## config.mk

```make
export PLATFORM = sky130hd
export DESIGN_NAME = battery_gauge_charge_manager_core
export DESIGN_NICKNAME = d
export VERILOG_FILES = /design/src/rtl/bgcm_pkg.sv /design/src/rtl/bgcm_div.sv /design/src/rtl/bgcm_dp.sv /design/src/rtl/bgcm_ctrl.sv /design/src/rtl/battery_gauge_charge_manager_core.sv
export SDC_FILE = /design/constraint.sdc
export NUM_CORES = 1
export LEC_CHECK = 0
export ABC_AREA = 1
export BUFFER_PORTS_ARGS = -buffer_cell sky130_fd_sc_hd__buf_2
export CORE_MARGIN = 2
export CORE_UTILIZATION = 52
export CTS_BUF_LIST = sky130_fd_sc_hd__clkbuf_2 sky130_fd_sc_hd__clkbuf_4 sky130_fd_sc_hd__clkbuf_8
export DETAILED_ROUTE_END_ITERATION = 12
export PLACE_DENSITY = 0.81
export SLEW_MARGIN = 30
export SYNTH_ARGS = -nofsm -noshare
export SYNTH_HDL_FRONTEND = slang
export SYNTH_HIERARCHICAL = 1
export SYNTH_SLANG_ARGS = --single-unit
```

## constraint.sdc

```tcl
create_clock -name clk -period 5.12 [get_ports clk]
set_input_delay 0.768 -clock clk [delete_from_list [all_inputs] [get_ports clk]]
set_output_delay 0.768 -clock clk [all_outputs]
set_load 0.005 [all_outputs]
```

## src/rtl/bgcm_pkg.sv

```systemverilog
// Shared types and constants for the battery gauge and charge manager.
// No dependencies; used by every module of the block.
package bgcm_pkg;

  localparam int MV_W   = 13;
  localparam int EMV_W  = 12;
  localparam int TEMP_W = 9;
  localparam int PCT_W  = 7;
  localparam int LVL_W  = 2;
  localparam int CODE_W = 6;
  localparam int CNT_W  = 5;
  localparam int PROD_W = 20;
  localparam int IDX_W  = 2;

  localparam logic [IDX_W-1:0] REG_MAX_CHARGE = 2'd0;
  localparam logic [IDX_W-1:0] REG_EMPTY      = 2'd1;
  localparam logic [IDX_W-1:0] REG_PRESENT    = 2'd2;
  localparam logic [IDX_W-1:0] REG_MISSING    = 2'd3;

  localparam logic [MV_W-1:0]   FULL_MV      = 13'd4080;
  localparam logic [TEMP_W-1:0] HOT_K        = 9'd338;
  localparam logic [TEMP_W-1:0] STOP_K       = 9'd343;
  localparam logic [CODE_W-1:0] SAFE_CODE    = 6'h38;
  localparam logic [CODE_W-1:0] TRICKLE_CODE = 6'h07;
  localparam logic [MV_W-1:0]   RAIL_FULL_MV = 13'd4800;
  localparam logic [CNT_W-1:0]  REFRESH_AT   = 5'd20;
  localparam logic [CNT_W-1:0]  CNT_MAX      = 5'd31;
  localparam logic [PCT_W-1:0]  HIGH_PCT     = 7'd65;
  localparam logic [PCT_W-1:0]  LOW_PCT      = 7'd20;
  localparam logic [PCT_W-1:0]  PCT_FULL     = 7'd100;
  localparam logic [CODE_W-1:0] WALL_HI_CODE = 6'h18;
  localparam logic [CODE_W-1:0] WALL_LO_CODE = 6'h10;
  localparam logic [MV_W-1:0]   TRICKLE_MV   = 13'd3200;

  localparam logic [LVL_W-1:0] LVL_HIGH     = 2'd0;
  localparam logic [LVL_W-1:0] LVL_LOW      = 2'd1;
  localparam logic [LVL_W-1:0] LVL_CRITICAL = 2'd2;
  localparam logic [LVL_W-1:0] LVL_CHARGING = 2'd3;

  // Commands from controller to datapath.
  typedef struct packed {
    logic load;       // capture request fields
    logic mul;        // register scaled voltage difference
    logic div_start;  // launch percentage divider
    logic commit;     // update gauge state and charger fields
    logic emit;       // load output register
  } cmd_t;

  // Status from datapath to controller.
  typedef struct packed {
    logic div_last;   // divider performs its final step this cycle
  } status_t;

endpackage

```

## src/rtl/bgcm_div.sv

```systemverilog
// Restoring divider producing a 7-bit quotient, one bit per cycle.
// Depends on bgcm_pkg; the dividend must be below divisor * 128.
module bgcm_div (
  input  logic                          clk,
  input  logic                          rst,
  input  logic                          start,
  input  logic [bgcm_pkg::PROD_W-1:0]   dividend,
  input  logic [bgcm_pkg::EMV_W-1:0]    divisor,
  output logic                          last,
  output logic [bgcm_pkg::PCT_W-1:0]    quotient
);
  import bgcm_pkg::*;

  localparam int STEP_W = $clog2(PCT_W);

  logic                  busy;
  logic [STEP_W-1:0]     step;
  logic [PROD_W-1:0]     rem;
  logic [PROD_W-1:0]     dsr;
  logic [PROD_W:0]       trial;

  assign trial = {1'b0, rem} - {1'b0, dsr};
  assign last  = busy && (step == '0);

  always_ff @(posedge clk) begin
    if (rst) begin
      busy <= 1'b0;
      step <= '0;
    end else if (start) begin
      busy <= 1'b1;
      step <= STEP_W'(PCT_W - 1);
    end else if (busy) begin
      if (step == '0) begin
        busy <= 1'b0;
      end else begin
        step <= step - 1'b1;
      end
    end
  end

  always_ff @(posedge clk) begin
    if (start) begin
      rem      <= dividend;
      dsr      <= PROD_W'({divisor, {(PCT_W-1){1'b0}}});
      quotient <= '0;
    end else if (busy) begin
      // keep the difference when the shifted divisor fits
      if (!trial[PROD_W]) begin
        rem <= trial[PROD_W-1:0];
      end
      quotient <= {quotient[PCT_W-2:0], !trial[PROD_W]};
      dsr      <= dsr >> 1;
    end
  end

endmodule

```

## src/rtl/bgcm_dp.sv

```systemverilog
// Datapath: configuration registers, gauge state, charger decision, output register.
// Depends on bgcm_pkg and bgcm_div.
module bgcm_dp (
  input  logic                          clk,
  input  logic                          rst,
  input  bgcm_pkg::cmd_t                cmd,
  output bgcm_pkg::status_t             status,
  input  logic                          cfg_write,
  input  logic [bgcm_pkg::IDX_W-1:0]    cfg_index,
  input  logic [bgcm_pkg::MV_W-1:0]     cfg_data,
  input  logic                          command,
  input  logic                          on_5v_supply,
  input  logic [bgcm_pkg::MV_W-1:0]     battery_mv,
  input  logic [bgcm_pkg::MV_W-1:0]     rail_5v_mv,
  input  logic [bgcm_pkg::TEMP_W-1:0]   die_temp_k,
  output logic                          ac_online,
  output logic [bgcm_pkg::PCT_W-1:0]    life_percent,
  output logic [bgcm_pkg::LVL_W-1:0]    level,
  output logic [bgcm_pkg::MV_W-1:0]     reported_mv,
  output logic                          charger_update,
  output logic                          charger_on,
  output logic [bgcm_pkg::CODE_W-1:0]   charge_current_code
);
  import bgcm_pkg::*;

  // configuration
  logic [MV_W-1:0]   max_charge_mv;
  logic [EMV_W-1:0]  empty_mv;
  logic              battery_present;
  logic              battery_missing;

  // gauge state
  logic [CNT_W-1:0]  refresh_count;
  logic [MV_W-1:0]   last_voltage;
  logic [PCT_W-1:0]  percent_held;
  logic              charging_mark;

  // captured request
  logic              cmd_r;
  logic              ac_r;
  logic [MV_W-1:0]   v_r;
  logic [MV_W-1:0]   rail_r;
  logic [TEMP_W-1:0] temp_r;

  logic [PROD_W-1:0] prod;
  logic [PCT_W-1:0]  quot;
  logic              upd_r;
  logic              on_r;
  logic [CODE_W-1:0] code_r;

  logic [MV_W-1:0]   empty_ext;
  logic [MV_W-1:0]   diff;
  logic [EMV_W-1:0]  span;
  logic              empty_high;
  logic              below_empty;

  logic [CNT_W-1:0]  count_inc;
  logic [CNT_W-1:0]  count_next;
  logic              refresh;
  logic [PCT_W-1:0]  target;
  logic [PCT_W-1:0]  percent_next;
  logic              mark_next;
  logic [CODE_W-1:0] cur;
  logic [CODE_W-1:0] code;
  logic              on_next;
  logic [CODE_W-1:0] code_next;
  logic              charge_req;

  logic [PCT_W-1:0]  pct_rep;
  logic [LVL_W-1:0]  lvl_rep;
  logic [MV_W-1:0]   mv_rep;

  assign empty_ext   = MV_W'(empty_mv);
  assign diff        = v_r - empty_ext;
  assign span        = EMV_W'(FULL_MV - empty_ext);
  assign empty_high  = (empty_ext >= FULL_MV);
  assign below_empty = (v_r < empty_ext);

  bgcm_div u_div (
    .clk      (clk),
    .rst      (rst),
    .start    (cmd.div_start),
    .dividend (prod),
    .divisor  (span),
    .last     (status.div_last),
    .quotient (quot)
  );

  always_ff @(posedge clk) begin
    if (rst) begin
      max_charge_mv   <= 13'd4200;
      empty_mv        <= 12'd3200;
      battery_present <= 1'b1;
      battery_missing <= 1'b0;
    end else if (cfg_write) begin
      unique case (cfg_index)
        REG_MAX_CHARGE: max_charge_mv   <= cfg_data;
        REG_EMPTY:      empty_mv        <= cfg_data[EMV_W-1:0];
        REG_PRESENT:    battery_present <= cfg_data[0];
        REG_MISSING:    battery_missing <= cfg_data[0];
        default: ;
      endcase
    end
  end

  always_ff @(posedge clk) begin
    if (cmd.load) begin
      cmd_r  <= command;
      ac_r   <= on_5v_supply;
      v_r    <= battery_mv;
      rail_r <= rail_5v_mv;
      temp_r <= die_temp_k;
    end
    if (cmd.mul) begin
      prod <= PROD_W'(diff) * PROD_W'(100);
    end
  end

  always_comb begin
    count_inc  = (refresh_count < CNT_MAX) ? refresh_count + 1'b1 : refresh_count;
    count_next = cmd_r ? REFRESH_AT : (battery_present ? count_inc : refresh_count);
    refresh    = cmd_r || (battery_present && (count_inc >= REFRESH_AT));

    if (empty_high) begin
      target = (v_r >= empty_ext) ? PCT_FULL : '0;
    end else if (below_empty) begin
      target = '0;
    end else if (diff >= MV_W'(span)) begin
      target = PCT_FULL;
    end else begin
      target = quot;
    end

    cur = (rail_r >= RAIL_FULL_MV) ? WALL_HI_CODE : WALL_LO_CODE;
    if (temp_r > HOT_K) begin
      cur = WALL_LO_CODE;
    end
    code       = (v_r <= TRICKLE_MV) ? TRICKLE_CODE : cur;
    charge_req = ac_r && (v_r <= max_charge_mv);
    on_next    = charge_req && (temp_r <= STOP_K) && (code <= SAFE_CODE);
    code_next  = on_next ? code : '0;

    percent_next = percent_held;
    if (ac_r && (v_r >= last_voltage)) begin
      if (percent_held <= target) begin
        percent_next = target;
      end
    end else if (!ac_r && (v_r <= last_voltage)) begin
      if (percent_held >= target) begin
        percent_next = target;
      end
    end
    if (ac_r && (v_r >= FULL_MV)) begin
      percent_next = PCT_FULL;
    end
    mark_next = charge_req && (percent_next != PCT_FULL);
    if (below_empty) begin
      percent_next = '0;
    end
  end

  always_ff @(posedge clk) begin
    if (rst) begin
      refresh_count <= 5'd18;
      last_voltage  <= '0;
      percent_held  <= '0;
      charging_mark <= 1'b0;
    end else if (cmd.commit) begin
      if (refresh) begin
        refresh_count <= '0;
        last_voltage  <= v_r;
        percent_held  <= percent_next;
        charging_mark <= mark_next;
      end else begin
        refresh_count <= count_next;
      end
    end
  end

  always_ff @(posedge clk) begin
    if (cmd.commit) begin
      upd_r  <= refresh;
      on_r   <= refresh && on_next;
      code_r <= refresh ? code_next : '0;
    end
  end

  always_comb begin
    if (battery_present) begin
      pct_rep = percent_held;
      if (charging_mark) begin
        lvl_rep = LVL_CHARGING;
      end else if (percent_held >= HIGH_PCT) begin
        lvl_rep = LVL_HIGH;
      end else if (percent_held >= LOW_PCT) begin
        lvl_rep = LVL_LOW;
      end else begin
        lvl_rep = LVL_CRITICAL;
      end
      mv_rep = last_voltage;
    end else begin
      pct_rep = battery_missing ? '0 : PCT_FULL;
      lvl_rep = LVL_HIGH;
      mv_rep  = '0;
    end
  end

  always_ff @(posedge clk) begin
    if (cmd.emit) begin
      ac_online           <= ac_r;
      life_percent        <= pct_rep;
      level               <= lvl_rep;
      reported_mv         <= mv_rep;
      charger_update      <= upd_r;
      charger_on          <= on_r;
      charge_current_code <= code_r;
    end
  end

endmodule

```

## src/rtl/bgcm_ctrl.sv

```systemverilog
// Controller state machine: sequences capture, multiply, divide, commit and output.
// Depends on bgcm_pkg.
module bgcm_ctrl (
  input  logic                clk,
  input  logic                rst,
  input  logic                in_valid,
  output logic                in_stall,
  output logic                out_valid,
  input  logic                out_stall,
  input  bgcm_pkg::status_t   status,
  output bgcm_pkg::cmd_t      cmd
);
  import bgcm_pkg::*;

  localparam logic [2:0] ST_IDLE   = 3'd0;
  localparam logic [2:0] ST_MUL    = 3'd1;
  localparam logic [2:0] ST_DSTART = 3'd2;
  localparam logic [2:0] ST_DIV    = 3'd3;
  localparam logic [2:0] ST_COMMIT = 3'd4;
  localparam logic [2:0] ST_EMIT   = 3'd5;

  logic [2:0] state;
  logic [2:0] state_next;
  logic       out_free;

  assign in_stall = (state != ST_IDLE);
  assign out_free = !out_valid || !out_stall;

  always_comb begin
    state_next    = state;
    cmd           = '0;
    unique case (state)
      ST_IDLE: begin
        if (in_valid) begin
          cmd.load   = 1'b1;
          state_next = ST_MUL;
        end
      end
      ST_MUL: begin
        cmd.mul    = 1'b1;
        state_next = ST_DSTART;
      end
      ST_DSTART: begin
        cmd.div_start = 1'b1;
        state_next    = ST_DIV;
      end
      ST_DIV: begin
        if (status.div_last) begin
          state_next = ST_COMMIT;
        end
      end
      ST_COMMIT: begin
        cmd.commit = 1'b1;
        state_next = ST_EMIT;
      end
      ST_EMIT: begin
        // hold until the output register is free
        if (out_free) begin
          cmd.emit   = 1'b1;
          state_next = ST_IDLE;
        end
      end
      default: state_next = ST_IDLE;
    endcase
  end

  always_ff @(posedge clk) begin
    if (rst) begin
      state     <= ST_IDLE;
      out_valid <= 1'b0;
    end else begin
      state <= state_next;
      if (cmd.emit) begin
        out_valid <= 1'b1;
      end else if (!out_stall) begin
        out_valid <= 1'b0;
      end
    end
  end

`ifndef ASSERT_OFF
  a_accept_to_mul: assert property (@(posedge clk) disable iff (rst)
    (in_valid && !in_stall) |=> (state == ST_MUL))
    else $error("accepted request did not advance to multiply");

  a_emit_free: assert property (@(posedge clk) disable iff (rst)
    cmd.emit |-> (!out_valid || !out_stall))
    else $error("output register overwritten while held");

  a_div_in_state: assert property (@(posedge clk) disable iff (rst)
    status.div_last |-> (state == ST_DIV))
    else $error("divider finished outside divide state");

  a_emit_valid: assert property (@(posedge clk) disable iff (rst)
    cmd.emit |=> out_valid)
    else $error("output valid missing after emit");
`endif

endmodule

```

## src/rtl/battery_gauge_charge_manager_core.sv

```systemverilog
// Top level of the battery gauge and charge manager.
// Depends on bgcm_pkg, bgcm_ctrl and bgcm_dp.
//
//  channel  | handshake             | payload
//  ---------+-----------------------+---------------------------------------------
//  input    | in_valid / in_stall   | command, on_5v_supply, battery_mv, rail_5v_mv,
//           |                       | die_temp_k
//  output   | out_valid / out_stall | ac_online, life_percent, level, reported_mv,
//           |                       | charger_update, charger_on, charge_current_code
//  config   | cfg_valid / cfg_ready | cfg_index, cfg_data
//
// Each request steps through the multiply, divider-start, divide, commit and emit
// states after acceptance before its result is valid; the divide state waits on the
// restoring divider for the percentage. A new request is taken once the previous one
// is in the output register, even while it is stalled.
// Reset (rst, synchronous) restores register defaults and gauge state.
// Output stall holds the result register; the next result then waits in the FSM.
module battery_gauge_charge_manager_core (
  input  logic                          clk,
  input  logic                          rst,
  input  logic                          in_valid,
  output logic                          in_stall,
  input  logic                          command,
  input  logic                          on_5v_supply,
  input  logic [bgcm_pkg::MV_W-1:0]     battery_mv,
  input  logic [bgcm_pkg::MV_W-1:0]     rail_5v_mv,
  input  logic [bgcm_pkg::TEMP_W-1:0]   die_temp_k,
  output logic                          out_valid,
  input  logic                          out_stall,
  output logic                          ac_online,
  output logic [bgcm_pkg::PCT_W-1:0]    life_percent,
  output logic [bgcm_pkg::LVL_W-1:0]    level,
  output logic [bgcm_pkg::MV_W-1:0]     reported_mv,
  output logic                          charger_update,
  output logic                          charger_on,
  output logic [bgcm_pkg::CODE_W-1:0]   charge_current_code,
  input  logic                          cfg_valid,
  output logic                          cfg_ready,
  input  logic [bgcm_pkg::IDX_W-1:0]    cfg_index,
  input  logic [bgcm_pkg::MV_W-1:0]     cfg_data
);
  import bgcm_pkg::*;

  cmd_t    cmd;
  status_t status;

  assign cfg_ready = 1'b1;

  bgcm_ctrl u_ctrl (
    .clk       (clk),
    .rst       (rst),
    .in_valid  (in_valid),
    .in_stall  (in_stall),
    .out_valid (out_valid),
    .out_stall (out_stall),
    .status    (status),
    .cmd       (cmd)
  );

  bgcm_dp u_dp (
    .clk                 (clk),
    .rst                 (rst),
    .cmd                 (cmd),
    .status              (status),
    .cfg_write           (cfg_valid && cfg_ready),
    .cfg_index           (cfg_index),
    .cfg_data            (cfg_data),
    .command             (command),
    .on_5v_supply        (on_5v_supply),
    .battery_mv          (battery_mv),
    .rail_5v_mv          (rail_5v_mv),
    .die_temp_k          (die_temp_k),
    .ac_online           (ac_online),
    .life_percent        (life_percent),
    .level               (level),
    .reported_mv         (reported_mv),
    .charger_update      (charger_update),
    .charger_on          (charger_on),
    .charge_current_code (charge_current_code)
  );

endmodule

```

After elaboration in Yosys (flattened, before gate mapping) --
Index checks and enable logic that the tools add are counted.
Storage, ports and cells: register bits after elaboration 200, bits in latches 0, memory bits (writable) 0, ROM bits 0, output and inout bits 34, memories kept 0
Operators by class: add/sub/neg operators 5, multiply operators 1, divide/modulo/power cells 0, $lt $le $gt $ge 19, equal/unequal tests 15, shift operators 0, multiplexer cells 46, bitwise operators 1, reduce and logical (&&, ||, !) cells 34
Operator list (count):
- $mux 7 | 12
- $mux 20 | 3
- $mux 18 | 2
- $ge 13x12->1 | 2
- $le 13x13->1 | 2
- $sub 20x18->21 | 1
- $mux 5 | 4
- $reduce_and 2->1 | 10
- $mul 13x5->18 const B | 1
- $mux 3 | 6
- $pmux 3 s6 | 1
- $ge 13x12->1 const B | 1
- $ge 13x13->1 | 1
- $ge 13x13->1 const B | 1
- $le 13x12->1 const B | 1
- $lt 13x12->1 | 1
- $sub 13x12->13 | 1
- $ge 12x12->1 const B | 1
- $mux 1 | 12
- $mux 6 | 2
- $sub 12x12->12 const A | 1
- $logic_and 1x1->1 | 10
- $gt 9x9->1 const B | 1
- $le 9x9->1 const B | 1
- 28 further kinds | 43

Depth between registers and ports, before layout --
Gate-level depths: netlist of run 1.
depth after elaboration 12, mapped depth 36, mapped depth without buffers 35

By module --
Netlist of run 1, hierarchy kept.
Modules (own cells, without submodules):
- bgcm_dp | instances 1, cells each 946, area each 8434.3 µm², sequential area each 3523.4 µm²
- bgcm_div | instances 1, cells each 432, area each 3225.6 µm², sequential area each 1301.2 µm²
- bgcm_ctrl | instances 1, cells each 41, area each 231.5 µm², sequential area each 80.1 µm²
- battery_gauge_charge_manager_core | instances 1, cells each 2, area each 11.3 µm², sequential area each 0.0 µm²

Least setup slack after synthesis of run 1 --
Ideal clock, no wire load.
kind reg2reg, from register u_dp.v_r[2], to register u_dp.charging_mark, setup time 0.114 ns, data arrival time 4.672 ns, slack 0.335 ns, stages on the path, launching flop included 33, buffers on the path 1, clock period less this slack 4.785 ns, cells stage by stage edfxtp_1 > ha_1 > nand2_1 > o21ai_2 > a21boi_2 > o21ai_0 > a31oi_1 > o21ai_0 > xor2_1 > ha_1 > nand2_1 > inv_1 > a221oi_2 > nand2_4 > nor2_4 > buf_6 > nand3_1 > ha_1 > nand2_1 > nor2_1 > nand4_1 > nand3_1 > nand2_1 > a21oi_4 > inv_2 > a21oi_1 > nand2_1 > nand2_1 > nor2_4 > nor2_1 > nand2_1 > nand2_1 > a21oi_2
Between the ends: word-level cells in the longest chain between the ends 12, elaborated cells on any way between the ends 25, those cells by class add/sub (1); order compare (9); eq/ne (1); mux (9); reduce/logical (5)
RTL lines:
- start, declared | line bgcm_dp.sv:41 | logic [MV_W-1:0] v_r;
- start signal, assigned | line bgcm_dp.sv:110 | v_r <= battery_mv;
- $sub 13x12->13 | line bgcm_dp.sv:74 | assign diff = v_r - empty_ext;
- $ge 13x12->1 | line bgcm_dp.sv:128 | end else if (diff >= MV_W'(span)) begin
- $mux 7 | line bgcm_dp.sv:128
- $mux 7 | line bgcm_dp.sv:126 | end else if (below_empty) begin
- $mux 7 | line bgcm_dp.sv:124 | if (empty_high) begin
- $ge 7x7->1 | line bgcm_dp.sv:149 | if (percent_held >= target) begin
- $mux 7 | line bgcm_dp.sv:149
- $mux 7 | line bgcm_dp.sv:148 | end else if (!ac_r && (v_r <= last_voltage)) begin
- $mux 7 | line bgcm_dp.sv:144 | if (ac_r && (v_r >= last_voltage)) begin
- $mux 7 | line bgcm_dp.sv:153 | if (ac_r && (v_r >= FULL_MV)) begin
- $ne 7x7->1 | line bgcm_dp.sv:156 | mark_next = charge_req && (percent_next != PCT_FULL);
- $logic_and 1x1->1 * | line bgcm_dp.sv:156
- end signal, assigned | line bgcm_dp.sv:173 | charging_mark <= mark_next;
- end, declared | line bgcm_dp.sv:36 | logic charging_mark;
Mark *: on every way between the ends. The rest lies on a longest branch, timed or not. A chain may end at the register's enable or synchronous reset.

Final worst setup path of run 1 --
from register u_dp.v_r[0], to register u_dp.charging_mark
Same word-level chain as after synthesis.

==> reports/qor.yml, run 1 <==
synth:
  ys_top_cells_by_area: "edfxtp_1, ha_1, dfxtp_1"
  avgSynthCellArea_um2: 8.376
  postSynthCellCount: 1421
  synth.distinct_cells: 56
  synth.top_cell.area_share_pct: 28.76
  async_flop_share_pct: 0
  ys_top_cells_by_count: "nand2_1, inv_1, ha_1, a21oi_1, edfxtp_1"
  yosysMostFrequentCell: "nand2_1"
  netlist_area_mm2: 0.01190
  yosysTopAreaCell: "edfxtp_1"
  dominantRegCellSynth: "edfxtp_1"
  synth-seq-cells: 188
  yosys_warnings: 6
  seq_area_frac_synth_pct: 41.21
  synth_enable_flop_cells: 114
global_route:
  grt_pass1_vias: 9562
  grt_overflow: 0
  global_route.usage.met3_pct: 4.234
  grt_max_degree: 45
  track_usage_pct: 22.72
  grtUsageMet2_pct: 39.75
  antenna_found_initial: 0
  grt_pass1_wl_um: 44370
  use_met1_pct: 28.28
  top_usage_layer: "met2"
timing:
  skew_ns: 0.01848
  setup_violations: 0
  rsz0062_at_grt: "true"
  drv_slew: 0
  fin_crit_sh_pct: 95.77
  finalCriticalPeriod_ns: 4.903
  worst_pin_slew_ns: 0.9095
  max_freq_mhz: 203.9
  finalHoldViolCount: 0
  max_slew_margin_pct: 39.22
clock_network:
  holdBufCountCts: 0
  cts-htree-levels: 4
  clkSlewWorstSetupHoldPaths_ns: 0.12
  cts_inserted_buffers: 17
  cts_tree: "yes"
  cts_buffer_depth: 2
  root_buffer: "clkbuf_8"
  cts_sinks: 188
  clkLatencyLatePin_ns: 0.49
critical_path:
  setup.worst_path.end: "u_dp/charging_mark"
  cp-start-kind: "flip-flop"
  ff2ff_setup_slack_ns: 0.22
  r2r-end: "u_dp/charging_mark"
  path_common_cell: "nand2_1"
  cp.required_ns: 5.49
  critPathCaptureType: "flip-flop"
  slowest_stage: "edfxtp_1"
  r2r_cells: 32
  cp.arrival_ns: 5.27
  worstSetupPathType: "reg2reg"
  critPathLaunch: "u_dp/v_r[0]"
  crit_fanout: 7
  r2r-start: "u_dp/v_r[0]"
  slowest_delay_ns: 0.44
pwr:
  p_seq_share_pct: 28.5
  total_power_mw: 8.657
  p_switching_mw: 4.027
  leakage_nw: 6.221
  p_int_mw: 4.629
  switching_share_pct: 46.52
  clkPwrFrac_pct: 12.2
  ir_drop_v: 0.0003088
  power_density_mw_per_mm2: 649.7
  power.share.combinational_pct: 59.4
layout:
  syn_to_final_growth_pct: 11.95
  drive_above_1_share_pct: 15.29
  stdcell_area_mm2: 0.01333
  nets: 1720
  diodes: 0
route:
  drtPass1Iterations: 7
  wl_per_cell_um: 14.96
  routed_wirelength_um: 27350
  ant_nets: 0
  drc: 0
  drt-initial-drc-count: 764
  vias_per_cell: 5.447
  route.vias.total: 9957
floorplanning:
  die_area_mm2: 0.02412
  dieWidth_um: 155.3
  die_h_um: 155.3
  rows: 55
  start_util_pct: 52.73
  core_mm2: 0.02257
  ioPinCount: 91
place:
  hpwl_um: 20810
  gp_congestion: 0.9164
  place_area_mm2: 0.01277
  port_buffers: 82
run_status:
  outcome: "complete, no violations"
worst_hold_path:
  hp-class: "reg2reg"
flow_run:
  maxCapViolations: 0
==> cells in the final DEF (no fill, tap or decap), types with 5 or more instances in the layout <==
master	n
nand3_1	69
o21ai_1	8
nor4_1	5
buf_4	34
nor2_2	13
o21ai_0	73
fa_1	9
a21oi_2	7
nand3_2	9
nor3_1	7
ha_1	120
clkbuf_8	17
dfxtp_1	73
a21oi_1	117
xnor2_1	8
o22ai_1	10
nor2_4	6
inv_1	228
edfxtp_1	114
buf_2	82
o211ai_1	10
xor2_1	27
inv_2	16
nand2_1	298
nor2_1	59
nand4_1	31
nand2_2	12
nand3b_1	6
==> per-stage QoR <==
stage | hold WS (ns) | setup TNS (ns) | setup WS (ns) | utilization, % | std cells
final | 0.4218 | 0 | 0.2168 | 59.04 | 1828
after detailed placement | 0.4045 | 0 | 0.1060 | 56.59 | 1793
after CTS | 0.4217 | 0 | 0.04895 | 58.50 | 1825
after global routing | 0.4065 | -0.03752 | -0.03752 | 59.04 | 1828
after floorplan | 0.4003 | 0 | 0.3345 | - | 1423
after global placement | 0.4037 | 0 | 0.2628 | 56.59 | 1793
==> what timing repair did <==
| item | 4_1_cts | 5_1_grt |
|---|---|---|
| setup buffers | 0 | 3 |
| resized for setup | 0 | 23 |
| endpoints found under the setup margin | 0 | 10 |
==> worst max-delay path, delay by kind of cell (launching register included) <==
kind	cells	cell delay [ns]
buf+inv	5	0.52
xor+xnor	1	0.20
fa+ha+maj	4	1.07
compound gates	6	0.91
flops	1	0.44
simple gates	16	1.63
==> metal layers <==
metal	routed length, µm	vias up
li1	-	4942
met1	11720	4660
met2	13560	292
met3	1467	63
met4	610	0
met5	0	-
==> flip-flops by register name, indices dropped and copies added, names as in the netlist, 5 cells and up <==
name,count
u_dp/refresh_count,5
u_dp/reported_mv,13
u_dp/last_voltage,13
u_dp/life_percent,7
u_dp/u_div/rem,20
u_dp/percent_held,7
u_dp/rail_r,7
u_dp/u_div/dsr,18
u_dp/empty_mv,12
u_dp/v_r,13
u_dp/u_div/quotient,7
u_dp/temp_r,9
u_dp/prod,18
u_dp/max_charge_mv,13
==> cells by family after synthesis <==
logic type               count (synthesis)  share of synthesized area, %
XOR/XNOR                                37                         2.723
flip-flops                             188                         41.21
buffers and inverters                  277                         9.251
adder cells (fa/ha/maj)                133                         14.61
AND/OR/NAND/NOR                        530                         20.06
AO/OA/AOI/OAI                          254                         12.09
other                                    2                       0.06310
==> area by class of cell <==
type | instances | area, µm²
Sequential cell | 188 | 4906
Clock inverter | 15 | 198.9
Fill cell | 1939 | 9246
Multi-Input combinational cell | 958 | 6011
Clock buffer | 17 | 234.0
Timing Repair Buffer | 117 | 685.7
Inverter | 248 | 933.4
Tap cell | 285 | 356.6
==> power by group through the flow <==
stage / registers (mW) / clock network, mW / logic (mW)
after floorplan: 2.46 / 0 / 3.84
after global placement: 2.48 / 0 / 4.76
after detailed placement: 2.50 / 0 / 4.99
after CTS: 2.46 / 1.07 / 5.04
after global routing: 2.50 / 1.12 / 5.88
final: 2.46 / 1.05 / 5.14
==> how the worst min path moves through the flow <==
stage,from,cells past startpoint,endpoint
6_report,u_dp/code_r[2],0,u_dp/charge_current_code[2]
5_1_grt,rail_5v_mv[10],1,u_dp/rail_r[10]
4_1_cts,battery_mv[3],1,u_dp/v_r[3]
3_5_place_dp,u_dp/code_r[2],0,u_dp/charge_current_code[2]
3_3_place_gp,u_dp/code_r[3],0,u_dp/charge_current_code[3]
2_1_floorplan,u_dp/code_r[2],0,u_dp/charge_current_code[2]
No activity file was read; power rests on OpenSTA's default activity.
==> run 2: changes to the inputs <==
- GPL_TIMING_DRIVEN: unset -> 0
==> run 2 against run 1 <==
Hold slack improved by 0.0040 ns. Fmax decreased by 5.6%. The flow now finishes with violations (negative setup slack). First-iteration DRC count shrank 6.3%. Via count grew 1.9%. Sequential cell count unchanged. Clock skew up 0.0041 ns. Sequential power about the same. Clock power is 6% higher. Die area is the same. Global-route usage is 0.85 points higher.
==> reports/qor.yml, run 2 (synthesis results as in run 1) <==
global_route:
  grt_pass1_vias: 9680  # +1.2%
  grt_pass1_wl_um: 45300  # +2.1%
  grt_overflow: 0  # unchanged
  track_usage_pct: 23.58  # +0.85 points
  antenna_found_initial: 0  # unchanged
  grt_max_degree: 25  # -44%
critical_path:
  cpLargestDelayFamily: "simple AND/OR/NAND/NOR gates"
  cp-start-kind: "flip-flop"
  r2r_cells: 32  # unchanged
  slowest_delay_ns: 0.49  # +0.05 ns
  crit_buf_inv: 3  # -2
  setup.worst_path.end: "u_dp/charging_mark"
  ff2ff_setup_slack_ns: -0.07  # -0.29 ns
  cp.arrival_ns: 5.63  # +0.36 ns
  worstSetupPathType: "reg2reg"
  r2r-end: "u_dp/charging_mark"
  critPathCaptureType: "flip-flop"
  cp.required_ns: 5.56  # +0.07 ns
  r2r-start: "u_dp/v_r[2]"
  crit_fanout: 5  # -2
  slowest_stage: "edfxtp_1"
  crit_cells: 32  # unchanged
  critPathLaunch: "u_dp/v_r[2]"
route:
  route.met3.wl_um: 1879  # +28%
  vias_per_cell: 5.479  # +0.59%
  wl_per_cell_um: 15.83  # +5.8%
  routedLengthMet1_um: 12130  # +3.5%
  drc: 0  # unchanged
  highest_layer: "met4"
  ant_nets: 0  # unchanged
  routed_wirelength_um: 29320  # +7.2%
  drtPass1Iterations: 5  # -2
  route.vias.total: 10150  # +1.9%
  wl_met2_um: 14230  # +4.9%
  drt-initial-drc-count: 716  # -6.3%
clock_network:
  cts-htree-levels: 4  # unchanged
  clkSlewWorstSetupHoldPaths_ns: 0.13  # about the same
  cts_sinks: 188  # unchanged
  clkLatencyLatePin_ns: 0.50  # about the same
  cts_inserted_buffers: 17  # unchanged
  cts_buffer_depth: 2  # unchanged
  cts_tree: "yes"
  holdBufCountCts: 0  # unchanged
  root_buffer: "clkbuf_8"
layout:
  drive_above_1_share_pct: 17.29  # +2.0 points
  nets: 1744  # +1.4%
  largest_reg_flops: 20  # unchanged
  final_cell_mix: "nand2_1, inv_1, a21oi_1"
  syn_to_final_growth_pct: 15.48
  final_common_cell: "nand2_1"
  largest_registers: "u_dp/u_div/rem x20, u_dp/prod x18, u_dp/u_div/dsr x18"
  top_register: "u_dp/u_div/rem"
  diodes: 0  # unchanged
  fill_cells: 1859  # -4.1%
pwr:
  power_density_mw_per_mm2: 645.9  # -0.58%
  leakage_nw: 6.352  # +2.1%
  ir_drop_v: 0.0003668  # +19%
  total_power_mw: 8.878  # +2.6%
timing:
  max_freq_mhz: 192.5  # -5.6%
  whs_ns: 0.4258  # +0.004000 ns
  finalHoldViolCount: 0  # unchanged
  rsz0062_at_grt: "true"
  setup_slack_ns: -0.07417  # -0.2910 ns
  finalCriticalPeriod_ns: 5.194  # +0.2910 ns
  skew_ns: 0.02256  # +0.004085 ns
  max_slew_margin_pct: 38.55  # -0.66 points
  fin_crit_sh_pct: 101.4  # +5.7 points
  worst_pin_slew_ns: 0.9195  # +0.009926 ns
  drv_slew: 0  # unchanged
  setup_violations: 1  # +1
floorplanning:
  die_h_um: 155.3  # unchanged
  core_mm2: 0.02257  # unchanged
  ioPinCount: 91  # unchanged
  dieWidth_um: 155.3  # unchanged
  die_area_mm2: 0.02412  # unchanged
  start_util_pct: 52.73  # unchanged
  rows: 55  # unchanged
place:
  gp_congestion: 0.9117  # -0.51%
  port_buffers: 82  # unchanged
  hpwl_um: 21430  # +3.0%
run_status:
  outcome: "finished with violations"
  violations: "negative setup slack"
worst_hold_path:
  hp-class: "in2reg"
flow_run:
  maxCapViolations: 0  # unchanged
## run 2: cell types whose count changed in the layout (fill, tap and decap cells not counted), sizes merged
cell / change
clkbuf: +15
buf: +9
## run 2: power by group
| group | internal, mW | switching, mW | leakage [nW] | total (mW) |
|---|---|---|---|---|
| registers | 2.29 | 0.190 | 1.67 | 2.48 |
| logic | 2.03 | 3.25 | 4.46 | 5.29 |
| clock network | 0.410 | 0.699 | 0.228 | 1.11 |
| total | 4.74 | 4.14 | 6.35 | 8.88 |
## run 2: metrics by stage
step | setup TNS (ns) | cell area (µm²) | std cells | setup slack (ns) | utilization [%]
after floorplan | 0 | 11910 | 1423 | 0.3345 | -
after detailed placement | -3.705 | 12770 | 1794 | -0.7020 | 56.56
after global placement | -2.866 | 12680 | 1790 | -0.6105 | 56.16
after global routing | -0.9103 | 13750 | 1852 | -0.3300 | 60.90
final | -0.07417 | 13750 | 1852 | -0.07417 | 60.90
after CTS | 0 | 13420 | 1840 | 0.02763 | 59.43
## run 2: cell type report
type | count | area [µm²] | area share [%]
Inverter | 248 | 935.9 | 6.809
Multi-Input combinational cell | 958 | 6230 | 45.32
Timing Repair Buffer | 112 | 680.7 | 4.952
Clock inverter | 15 | 231.5 | 1.684
Buffer | 29 | 170.2 | 1.238
Sequential cell | 188 | 4907 | 35.70
Clock buffer | 17 | 234.0 | 1.702
Tap cell | 285 | 356.6 | 2.594
## run 2: worst min path at each step
| stage | end | cells past startpoint | start |
|---|---|---|---|
| 6_report | u_dp/temp_r[8] | 1 | die_temp_k[8] |
| 5_1_grt | u_dp/rail_r[12] | 1 | rail_5v_mv[12] |
| 4_1_cts | u_dp/temp_r[8] | 1 | die_temp_k[8] |
| 3_5_place_dp | u_dp/charge_current_code[4] | 0 | u_dp/code_r[4] |
| 3_3_place_gp | u_dp/charge_current_code[3] | 0 | u_dp/code_r[3] |
| 2_1_floorplan | u_dp/charge_current_code[2] | 0 | u_dp/code_r[2] |
## run 2: layer usage
| layer | track usage (%) | up-vias |
|---|---|---|
| met5 | 0 | - |
| met4 | 10.40 | 0 |
| met3 | 3.760 | 87 |
| met2 | 40.76 | 385 |
| met1 | 29.23 | 4679 |
| li1 | - | 4996 |
## run 2: what timing repair did
action	in CTS	in global routing
buffers inserted	14	11
setup endpoints to repair	8	10
pin swaps	7	31
cloned	0	1
gates resized for setup	15	48
